<file path="config.mk">
export PLATFORM = sky130hd
export DESIGN_NAME = outlier_discarding_average
export DESIGN_NICKNAME = d
export VERILOG_FILES = /design/src/design/osa_pkg.sv /design/src/design/osa_mem.sv /design/src/design/osa_div.sv /design/src/design/outlier_discarding_average.sv
export SDC_FILE = /design/constraint.sdc
export NUM_CORES = 2
export LEC_CHECK = 0
export BUFFER_PORTS_ARGS = -buffer_cell sky130_fd_sc_hd__buf_2
export CORE_MARGIN = 3
export CORE_UTILIZATION = 55
export CTS_CLUSTER_DIAMETER = 100
export DETAILED_ROUTE_END_ITERATION = 12
export GPL_ROUTABILITY_DRIVEN = 0
export GPL_TIMING_DRIVEN = 0
export MAX_ROUTING_LAYER = met4
export PLACE_DENSITY_LB_ADDON = 0.15
export SETUP_SLACK_MARGIN = 0.4
export SYNTH_ARGS = -nofsm -noshare
export SYNTH_HDL_FRONTEND = slang
export SYNTH_SLANG_ARGS = --single-unit
</file>
<file path="constraint.sdc">
create_clock -name clk -period 7.01 [get_ports clk]
set_clock_uncertainty 0.2 [all_clocks]
set_input_delay 1.0515 -clock clk [delete_from_list [all_inputs] [get_ports clk]]
set_output_delay 1.0515 -clock clk [all_outputs]
set_load 0.01 [all_outputs]
</file>
<file path="src/design/osa_pkg.sv">
// ----------------------------------------------------------------------------
// osa_pkg
// Shared constants for the outlier discarding average block: port widths and
// configuration register indexes.
// ----------------------------------------------------------------------------
package osa_pkg;

  // width of the sample and average ports
  localparam int DATA_W = 32;

  // configuration port
  localparam int CFG_IDX_W  = 2;
  localparam int CFG_DATA_W = 6;
  localparam int DISCARD_W  = 6;

  // configuration register indexes
  localparam logic [CFG_IDX_W-1:0] REG_DISCARD_COUNT = 2'd0;
  localparam logic [CFG_IDX_W-1:0] REG_SIGNED_MODE   = 2'd1;

endpackage

</file>
<file path="src/design/osa_mem.sv">
// ----------------------------------------------------------------------------
// osa_mem
// Single-port-write, single-port-read synchronous memory with a registered
// read. Holds one sample and its discard mark per entry.
// ----------------------------------------------------------------------------
module osa_mem #(
  parameter int DEPTH = 64,
  parameter int WIDTH = 33
) (
  input  logic                     clk,
  input  logic                     we,
  input  logic [$clog2(DEPTH)-1:0] waddr,
  input  logic [WIDTH-1:0]         wdata,
  input  logic                     re,
  input  logic [$clog2(DEPTH)-1:0] raddr,
  output logic [WIDTH-1:0]         rdata
);

  logic [WIDTH-1:0] mem [DEPTH];
  logic [WIDTH-1:0] rdata_r;

  // write port
  always_ff @(posedge clk) begin
    if (we) begin
      mem[waddr] <= wdata;
    end
  end

  // registered read port
  always_ff @(posedge clk) begin
    if (re) begin
      rdata_r <= mem[raddr];
    end
  end

  assign rdata = rdata_r;

endmodule

</file>
<file path="src/design/osa_div.sv">
// ----------------------------------------------------------------------------
// osa_div
// Iterative restoring divider: signed dividend over a positive unsigned
// divisor, quotient truncated toward zero, one quotient bit per cycle.
// ----------------------------------------------------------------------------
module osa_div #(
  parameter int DIVIDEND_W = 40,
  parameter int DIVISOR_W  = 7
) (
  input  logic                  clk,
  input  logic                  rst_n,
  input  logic                  start,
  input  logic [DIVIDEND_W-1:0] dividend,
  input  logic [DIVISOR_W-1:0]  divisor,
  output logic                  done,
  output logic [DIVIDEND_W-1:0] quotient
);

  localparam int CW = $clog2(DIVIDEND_W + 1);

  logic                  run_r;
  logic                  done_r;
  logic [CW-1:0]         cnt_r;
  logic                  neg_r;
  logic [DIVIDEND_W-1:0] quo_r;
  logic [DIVISOR_W-1:0]  rem_r;
  logic [DIVISOR_W-1:0]  div_r;
  logic [DIVISOR_W:0]    trial;
  logic                  fits;

  // shift in the next dividend bit and try the subtract
  assign trial = {rem_r, quo_r[DIVIDEND_W-1]};
  assign fits  = trial >= {1'b0, div_r};

  // control
  always_ff @(posedge clk) begin
    if (!rst_n) begin
      run_r  <= 1'b0;
      done_r <= 1'b0;
      cnt_r  <= '0;
    end else begin
      done_r <= 1'b0;
      if (start) begin
        run_r <= 1'b1;
        cnt_r <= CW'(DIVIDEND_W);
      end else if (run_r) begin
        cnt_r <= cnt_r - 1'b1;
        if (cnt_r == CW'(1)) begin
          run_r  <= 1'b0;
          done_r <= 1'b1;
        end
      end
    end
  end

  // datapath
  always_ff @(posedge clk) begin
    if (start) begin
      neg_r <= dividend[DIVIDEND_W-1];
      quo_r <= dividend[DIVIDEND_W-1] ? -dividend : dividend;
      rem_r <= '0;
      div_r <= divisor;
    end else if (run_r) begin
      quo_r <= {quo_r[DIVIDEND_W-2:0], fits};
      rem_r <= fits ? DIVISOR_W'(trial - {1'b0, div_r}) : trial[DIVISOR_W-1:0];
    end
  end

  assign done     = done_r;
  assign quotient = neg_r ? -quo_r : quo_r;

endmodule

</file>
<file path="src/design/outlier_discarding_average.sv">
// ----------------------------------------------------------------------------
// outlier_discarding_average
// Trimmed mean that drops the samples farthest from the batch mean.
// ----------------------------------------------------------------------------
// Samples are taken one per cycle while busy is low and are written to an
// on-chip sample memory; the item with in_last high closes the batch. Busy
// then stays high while the block divides the sum by the count, makes one
// scan of the sample memory per discard (one memory read per cycle), and
// divides the remaining sum. When the discard count is not below the sample
// count, the batch ends at once with an error result.
// The result appears on out_average and out_error for a single cycle marked
// by out_valid and cannot be held off. Configuration writes are taken at any
// time but must only be made while busy is low.
// ----------------------------------------------------------------------------
module outlier_discarding_average
  import osa_pkg::*;
#(
  parameter int MAX_SAMPLES = 64,
  parameter int SAMPLE_BITS = 32
) (
  input  logic                  clk,
  input  logic                  rst_n,
  input  logic                  start,
  output logic                  busy,
  input  logic [DATA_W-1:0]     in_sample,
  input  logic                  in_last,
  output logic                  out_valid,
  output logic [DATA_W-1:0]     out_average,
  output logic                  out_error,
  input  logic                  cfg_valid,
  output logic                  cfg_ready,
  input  logic [CFG_IDX_W-1:0]  cfg_index,
  input  logic [CFG_DATA_W-1:0] cfg_data
);

  localparam int SB     = SAMPLE_BITS;
  localparam int AW     = $clog2(MAX_SAMPLES);
  localparam int CNT_W  = $clog2(MAX_SAMPLES + 1);
  localparam int USUM_W = SB + CNT_W;
  localparam int SUM_W  = SB + CNT_W + 1;
  localparam int VAL_W  = SB + 1;
  localparam int MEM_W  = SB + 1;
  localparam int CMP_W  = (CNT_W > DISCARD_W) ? CNT_W : DISCARD_W;

  localparam logic [CNT_W-1:0] MAX_CNT = CNT_W'(MAX_SAMPLES);

  // state codes
  localparam logic [3:0] S_LOAD      = 4'd0;
  localparam logic [3:0] S_CLOSE     = 4'd1;
  localparam logic [3:0] S_MEAN_GO   = 4'd2;
  localparam logic [3:0] S_MEAN_WAIT = 4'd3;
  localparam logic [3:0] S_SCAN      = 4'd4;
  localparam logic [3:0] S_MARK      = 4'd5;
  localparam logic [3:0] S_FIN_GO    = 4'd6;
  localparam logic [3:0] S_FIN_WAIT  = 4'd7;
  localparam logic [3:0] S_OUT       = 4'd8;

  logic [3:0]           state_r;
  logic [DISCARD_W-1:0] dc_cfg_r;
  logic                 mode_cfg_r;
  logic [CNT_W-1:0]     fill_r;
  logic [USUM_W-1:0]    usum_r;
  logic [CNT_W-1:0]     negcnt_r;
  logic [CNT_W-1:0]     cnt_r;
  logic [DISCARD_W-1:0] dc_r;
  logic                 mode_r;
  logic [SUM_W-1:0]     sum_r;
  logic [VAL_W-1:0]     mean_r;
  logic [DISCARD_W-1:0] pass_r;
  logic [CNT_W-1:0]     rd_idx_r;
  logic                 rv_r;
  logic [AW-1:0]        ri_r;
  logic                 found_r;
  logic [VAL_W-1:0]     worst_r;
  logic [AW-1:0]        widx_r;
  logic [SB-1:0]        wraw_r;
  logic [SB-1:0]        avg_r;
  logic                 err_r;

  logic                 accept;
  logic                 room;
  logic [CNT_W-1:0]     cnt_nxt;
  logic                 mem_we;
  logic [AW-1:0]        mem_waddr;
  logic [MEM_W-1:0]     mem_wdata;
  logic                 mem_re;
  logic [MEM_W-1:0]     mem_rdata;
  logic [VAL_W-1:0]     rd_val;
  logic [VAL_W:0]       diff;
  logic [VAL_W:0]       diff_abs;
  logic [VAL_W-1:0]     delta;
  logic                 take;
  logic [VAL_W-1:0]     wval;
  logic                 div_start;
  logic [CNT_W-1:0]     div_divisor;
  logic                 div_done;
  logic [SUM_W-1:0]     div_q;

  assign busy      = state_r != S_LOAD;
  assign accept    = start && !busy;
  assign room      = fill_r < MAX_CNT;
  assign cnt_nxt   = room ? fill_r + 1'b1 : fill_r;
  assign cfg_ready = 1'b1;

  // configuration registers
  always_ff @(posedge clk) begin
    if (!rst_n) begin
      dc_cfg_r   <= '0;
      mode_cfg_r <= 1'b0;
    end else if (cfg_valid) begin
      unique case (cfg_index)
        REG_DISCARD_COUNT: dc_cfg_r   <= cfg_data[DISCARD_W-1:0];
        REG_SIGNED_MODE:   mode_cfg_r <= cfg_data[0];
        default: ;
      endcase
    end
  end

  // sample memory: samples with a discard mark in the top bit
  assign mem_we    = (accept && room) || (state_r == S_MARK);
  assign mem_waddr = (state_r == S_MARK) ? widx_r : fill_r[AW-1:0];
  assign mem_wdata = (state_r == S_MARK) ? {1'b1, wraw_r} : {1'b0, in_sample[SB-1:0]};
  assign mem_re    = (state_r == S_SCAN) && (rd_idx_r < cnt_r);

  osa_mem #(
    .DEPTH (MAX_SAMPLES),
    .WIDTH (MEM_W)
  ) u_mem (
    .clk   (clk),
    .we    (mem_we),
    .waddr (mem_waddr),
    .wdata (mem_wdata),
    .re    (mem_re),
    .raddr (rd_idx_r[AW-1:0]),
    .rdata (mem_rdata)
  );

  // distance of the read sample from the mean
  assign rd_val   = {mode_r & mem_rdata[SB-1], mem_rdata[SB-1:0]};
  assign diff     = {rd_val[VAL_W-1], rd_val} - {mean_r[VAL_W-1], mean_r};
  assign diff_abs = diff[VAL_W] ? -diff : diff;
  assign delta    = diff_abs[VAL_W-1:0];
  assign take     = rv_r && !mem_rdata[SB] && (!found_r || delta >= worst_r);

  // value of the sample chosen for discard
  assign wval = {mode_r & wraw_r[SB-1], wraw_r};

  // shared divider for the mean and the final average
  assign div_start   = (state_r == S_MEAN_GO) || (state_r == S_FIN_GO);
  assign div_divisor = (state_r == S_FIN_GO) ? cnt_r - CNT_W'(dc_r) : cnt_r;

  osa_div #(
    .DIVIDEND_W (SUM_W),
    .DIVISOR_W  (CNT_W)
  ) u_div (
    .clk      (clk),
    .rst_n    (rst_n),
    .start    (div_start),
    .dividend (sum_r),
    .divisor  (div_divisor),
    .done     (div_done),
    .quotient (div_q)
  );

  // control sequencer
  always_ff @(posedge clk) begin
    if (!rst_n) begin
      state_r  <= S_LOAD;
      fill_r   <= '0;
      usum_r   <= '0;
      negcnt_r <= '0;
      rv_r     <= 1'b0;
      found_r  <= 1'b0;
    end else begin
      unique case (state_r)
        S_LOAD: begin
          if (accept) begin
            if (room) begin
              fill_r   <= fill_r + 1'b1;
              usum_r   <= usum_r + USUM_W'(in_sample[SB-1:0]);
              negcnt_r <= negcnt_r + CNT_W'(in_sample[SB-1]);
            end
            if (in_last) begin
              cnt_r   <= cnt_nxt;
              dc_r    <= dc_cfg_r;
              mode_r  <= mode_cfg_r;
              state_r <= S_CLOSE;
            end
          end
        end
        S_CLOSE: begin
          // too many discards ends the batch at once
          if (CMP_W'(dc_r) >= CMP_W'(cnt_r)) begin
            err_r   <= 1'b1;
            avg_r   <= '0;
            state_r <= S_OUT;
          end else begin
            err_r   <= 1'b0;
            sum_r   <= SUM_W'(usum_r) - (mode_r ? (SUM_W'(negcnt_r) << SB) : '0);
            state_r <= S_MEAN_GO;
          end
        end
        S_MEAN_GO: begin
          state_r <= S_MEAN_WAIT;
        end
        S_MEAN_WAIT: begin
          if (div_done) begin
            mean_r   <= div_q[VAL_W-1:0];
            pass_r   <= '0;
            rd_idx_r <= '0;
            rv_r     <= 1'b0;
            found_r  <= 1'b0;
            state_r  <= (dc_r == '0) ? S_FIN_GO : S_SCAN;
          end
        end
        S_SCAN: begin
          // one read per cycle, compare in the following cycle
          if (mem_re) begin
            rd_idx_r <= rd_idx_r + 1'b1;
            ri_r     <= rd_idx_r[AW-1:0];
          end
          rv_r <= mem_re;
          if (take) begin
            worst_r <= delta;
            widx_r  <= ri_r;
            wraw_r  <= mem_rdata[SB-1:0];
            found_r <= 1'b1;
          end
          if (!mem_re && !rv_r) begin
            state_r <= S_MARK;
          end
        end
        S_MARK: begin
          // mark the farthest sample and take it out of the sum
          sum_r    <= sum_r - {{(SUM_W-VAL_W){wval[VAL_W-1]}}, wval};
          pass_r   <= pass_r + 1'b1;
          rd_idx_r <= '0;
          rv_r     <= 1'b0;
          found_r  <= 1'b0;
          state_r  <= ((pass_r + 1'b1) == dc_r) ? S_FIN_GO : S_SCAN;
        end
        S_FIN_GO: begin
          state_r <= S_FIN_WAIT;
        end
        S_FIN_WAIT: begin
          if (div_done) begin
            avg_r   <= div_q[SB-1:0];
            state_r <= S_OUT;
          end
        end
        S_OUT: begin
          fill_r   <= '0;
          usum_r   <= '0;
          negcnt_r <= '0;
          state_r  <= S_LOAD;
        end
        default: begin
          state_r <= S_LOAD;
        end
      endcase
    end
  end

  // result strobe
  assign out_valid   = state_r == S_OUT;
  assign out_average = DATA_W'(avg_r);
  assign out_error   = err_r;

endmodule

</file>
==> run summary <==
The initial antenna violation count came out at 14. The flow ran to the end, and the final reports show no timing, DRC or antenna violations. After clock tree synthesis, the clock-pin slew on the worst setup and hold paths is 0.06 ns. At the end of the flow, the number of nets in the layout was 6240.

The unique cell type count in the Yosys netlist was 94. The routed design could run at a clock period as short as 6.32 ns. After layout, the worst path uses 90.1% of the clock period. The tools report the master cell of the clock root buffer as sky130_fd_sc_hd__clkbuf_16. After Yosys synthesis, and, or, nand and nor cells account for 4.18% of the synthesized area.

The number of synthesized flops with an enable pin was 2403. Across the run, the number of max-cap violations was 0. After routing the design area is 0.119 mm^2. The remaining routing DRC violations is 0. The run gives 0.104 mm^2 as the synthesized area. For the total area of sequential cells, the log shows 0.0738 mm^2. In this run the number of H-tree levels came out at 5. Met3 wire length: 25.6 mm.

After floorplanning, the core was divided into 158 placement rows. In this run the worst path has a maximum fanout of 19. The number of global-route vias before repair was 55725. For this run, the detailed router's first-pass iteration total came to 7. For the count of pins over their slew limit, the log shows 0.

Setup violations remaining at the end of the flow were counted as 0. The clock sink count is 2484. The critical path capture point type is a flop.

The average instance in the mapped netlist occupies 18.8 um^2. The synthesized net count was 5761. The tools report the number of filler instances in the final layout as 12688. The path type of the worst min-delay path was flop to flop. TritonCTS built the clock tree. The remaining antenna violation count is 0.

Summed over all failing endpoints, the final setup total negative slack is 0 ns. The area growth from synthesis to layout is 15.0%. Summed over all layers, the routed wires come to 284 mm.

The fraction of synthesis flops using an asynchronous set or reset pin came out at 0%. Fraction of layout cells with a size suffix above 1: 22.9%. For this block, the via count after detailed routing is 56502.

The tools report the residual overflow from global routing as 0. Among all flip-flop cells after synthesis, the most frequent one is sky130_fd_sc_hd__edfxtp_1. The tools report the maximum number of pins on one net before global-route repair as 74. The tools report the met1 layer wirelength in the final routing as 107 mm. The tools report the post-synthesis cell count as 5537.

The adder-cell area share of the yosys netlist came out at 2.20%. Setup repair after global routing left no endpoint under its margin. Hold violation total from the final report: 0. After Yosys synthesis, XOR and XNOR cells account for 1.91% of the synthesized area. The logs give 0.990% for the worst slew slack as a fraction of its limit and 6.68 ns for the arrival time of data at the critical path endpoint.

The die is 441 um tall. The initial utilization of the core area, before any placement, comes to 55.7%. The logs give 0.90 ns for the insertion delay to the later sink of the worst-skew pair and 0 for the number of buffers added for setup after CTS. After detailed routing, the met2 layer carries 138 mm of wire. The top metal layer carrying routed signals is met4. The overall die area is 0.194 mm^2, and the chip width is 441 um. Setup slack on the critical path of the routed design comes to 0.692 ns. Once detailed placement completed, the half-perimeter wirelength came to 199 mm. For this design the top-level I/O count stands at 81. Yosys printed 0 warnings.

Sequential cells were found to cover 71.0% of the synthesized design area. In the routed layout, each cell is associated on average with a via count of 6.50. In this run, synthesis produced a sequential element count of 2484. The wire length of the first global-routing pass was 405 mm; the average detailed-routed wire length per instance was 32.7 um. The detailed router finished its first iteration with 7084 violations. At the placement stage, the worst setup path has a slack of 0.577 ns.

The clock passes through at most 4 buffers. The run gives 274 as the number of buffers inserted during clock tree synthesis. Across the VDD grid, the largest voltage drop is 0.000271 V. The region available for standard cell placement spans 0.187 mm^2.

The run gives 0.0400 uW as the leakage component of the power. Summing all multi-input logic gate instances after layout gives 0.0295 mm^2. Kind of critical path: flop to flop. Static timing analysis puts the maximum clock frequency at 0.158 GHz.

By area, the combinational part of the netlist is dominated by multiplexers. Summing all placed instances gives a cell area of 0.111 mm^2. The portion of synthesized area spent on multiplexers is 15.3%. The count of buffers added on input and output ports is 78. The power per cell area is 263 mW/mm^2. The synthesized netlist devotes 3.92% of its cell area to compound gates. The measured slew at the worst slew-check pin works out to 1.49 ns. The worst setup path is launched from a flop. Global routing used 30.5% of the available tracks across all layers.

At the worst endpoint, the required time is 7.37 ns.
==> timing repair <==
action | 4_1_cts | 5_1_grt
resized for setup | 0 | 13
endpoints found under the setup margin | 0 | 64
hold buffers | 0 | 0
hold endpoints to repair | 0 | 0
==> per-stage QoR <==
| step | hold slack (ns) | power, uW | cells | utilization (%) |
|---|---|---|---|---|
| global placement | 0.204 | 18000 | 8095 | 57.5 |
| detailed placement | 0.209 | 18000 | 8220 | 59.5 |
| global route | 0.234 | 32200 | 8683 | 64.0 |
| CTS | 0.177 | 31500 | 8677 | 63.9 |
| finish | 0.225 | 31300 | 8689 | 64.0 |
| floorplan | 0.200 | 17500 | 5537 | - |
==> layout make-up <==
type                       count  share of cell area [%]
timing repair buffer         203                    2.63
buffer                       250                   0.826
clock buffer                 345                    6.19
clock inverter               112                   0.784
inverter                     153                   0.481
antenna                       12                  0.0252
multi-input combinational   2650                    24.7
sequential                  2484                    61.8
tap                         2480                    2.60
==> state kept, by name (all words and copies together) (netlist names), 33 cells and up <==
register / flops
u_div.quo_r: 40
u_mem.mem: 2112
sum_r: 40
usum_r: 39
worst_r: 33
u_mem.rdata: 33
mean_r: 33
==> worst paths after layout <==
check | from | end | slack (ns) | depth (start not counted)
min reg2reg | ri_r[3] | widx_r[3] | 0.22 | 0
max | state_r[0] | u_mem.mem[19][3] | 0.69 | 12
min | ri_r[3] | widx_r[3] | 0.22 | 0
max reg2reg | state_r[0] | u_mem.mem[19][3] | 0.69 | 12
==> report_power, final <==
group | internal [uW] | total, uW | leakage, uW | switching (uW)
clock | 8000 | 13600 | 0.00406 | 5620
combinational | 420 | 1230 | 0.0135 | 808
sequential | 16400 | 16500 | 0.0224 | 104
==> cells in the final DEF (no fill, tap or decap), types with 34 or more instances in the layout <==
cell type                   Yosys  final
sky130_fd_sc_hd__buf_16         0     34
sky130_fd_sc_hd__buf_2          2     83
sky130_fd_sc_hd__ha_1         173    173
sky130_fd_sc_hd__nand2_1      295    293
sky130_fd_sc_hd__xor2_1       119    118
sky130_fd_sc_hd__buf_12         0     89
sky130_fd_sc_hd__buf_1         57     53
sky130_fd_sc_hd__clkbuf_1     186    239
sky130_fd_sc_hd__nor2b_1       65     65
sky130_fd_sc_hd__o21ai_0      237    206
sky130_fd_sc_hd__nor2_4         0     66
sky130_fd_sc_hd__mux4_2       693    693
sky130_fd_sc_hd__a21o_1        76     76
sky130_fd_sc_hd__nand3_1       58     58
sky130_fd_sc_hd__clkinv_1       0     53
sky130_fd_sc_hd__clkbuf_16      0    284
sky130_fd_sc_hd__nor3_1        43     42
sky130_fd_sc_hd__a21oi_1      131    130
sky130_fd_sc_hd__nor2_1       198    132
sky130_fd_sc_hd__dfxtp_1       81     81
sky130_fd_sc_hd__edfxtp_1    2403   2403
sky130_fd_sc_hd__nand2b_1      48     47
sky130_fd_sc_hd__xnor2_1      107    107
sky130_fd_sc_hd__inv_1        153    153
==> worst max-delay path: stages, from the launching register on <==
cell	delay (ns)
sky130_fd_sc_hd__dfxtp_1	0.30
sky130_fd_sc_hd__clkbuf_1	0.33
sky130_fd_sc_hd__nor2b_1	0.18
sky130_fd_sc_hd__clkbuf_1	0.51
sky130_fd_sc_hd__nand2_1	0.51
sky130_fd_sc_hd__inv_1	0.28
sky130_fd_sc_hd__clkbuf_1	0.34
sky130_fd_sc_hd__clkbuf_1	0.61
sky130_fd_sc_hd__nand3b_1	0.16
sky130_fd_sc_hd__o21ai_0	0.49
sky130_fd_sc_hd__nand3_1	0.88
sky130_fd_sc_hd__nor2_4	0.92
sky130_fd_sc_hd__buf_16	0.24
==> logic make-up after synthesis <==
kind of cell	Yosys count
xor gates and xnor gates	226
adders and majority gates	179
other	1
and+or+nand+nor	880
DFF	2484
muxes	717
buffers and inverters	403
AOI/OAI and AO/OA	647
==> cell usage after synthesis (43+ instances only) <==
cell type                     n  share of area (%)
sky130_fd_sc_hd__mux4_2     693                 15
sky130_fd_sc_hd__nor3_1      43               0.21
sky130_fd_sc_hd__ha_1       173                2.1
sky130_fd_sc_hd__inv_1      153               0.55
sky130_fd_sc_hd__xnor2_1    107               0.90
sky130_fd_sc_hd__a21o_1      76               0.55
sky130_fd_sc_hd__nand2_1    295                1.1
sky130_fd_sc_hd__nor2_1     198               0.72
sky130_fd_sc_hd__dfxtp_1     81                1.6
sky130_fd_sc_hd__nor2b_1     65               0.39
sky130_fd_sc_hd__a21oi_1    131               0.63
sky130_fd_sc_hd__edfxtp_1  2403                 69
sky130_fd_sc_hd__buf_1       57               0.21
sky130_fd_sc_hd__xor2_1     119                1.0
sky130_fd_sc_hd__o21ai_0    237                1.1
sky130_fd_sc_hd__nand2b_1    48               0.29
sky130_fd_sc_hd__nand3_1     58               0.28
sky130_fd_sc_hd__clkbuf_1   186               0.67
==> per-layer routing <==
layer	up-vias	GRT usage, %
met5	-	-
met4	0	12.1
met3	569	5.84
met2	2901	47.8
met1	29582	40.0
li1	23450	-
No activity file was read; power rests on OpenSTA's default activity.
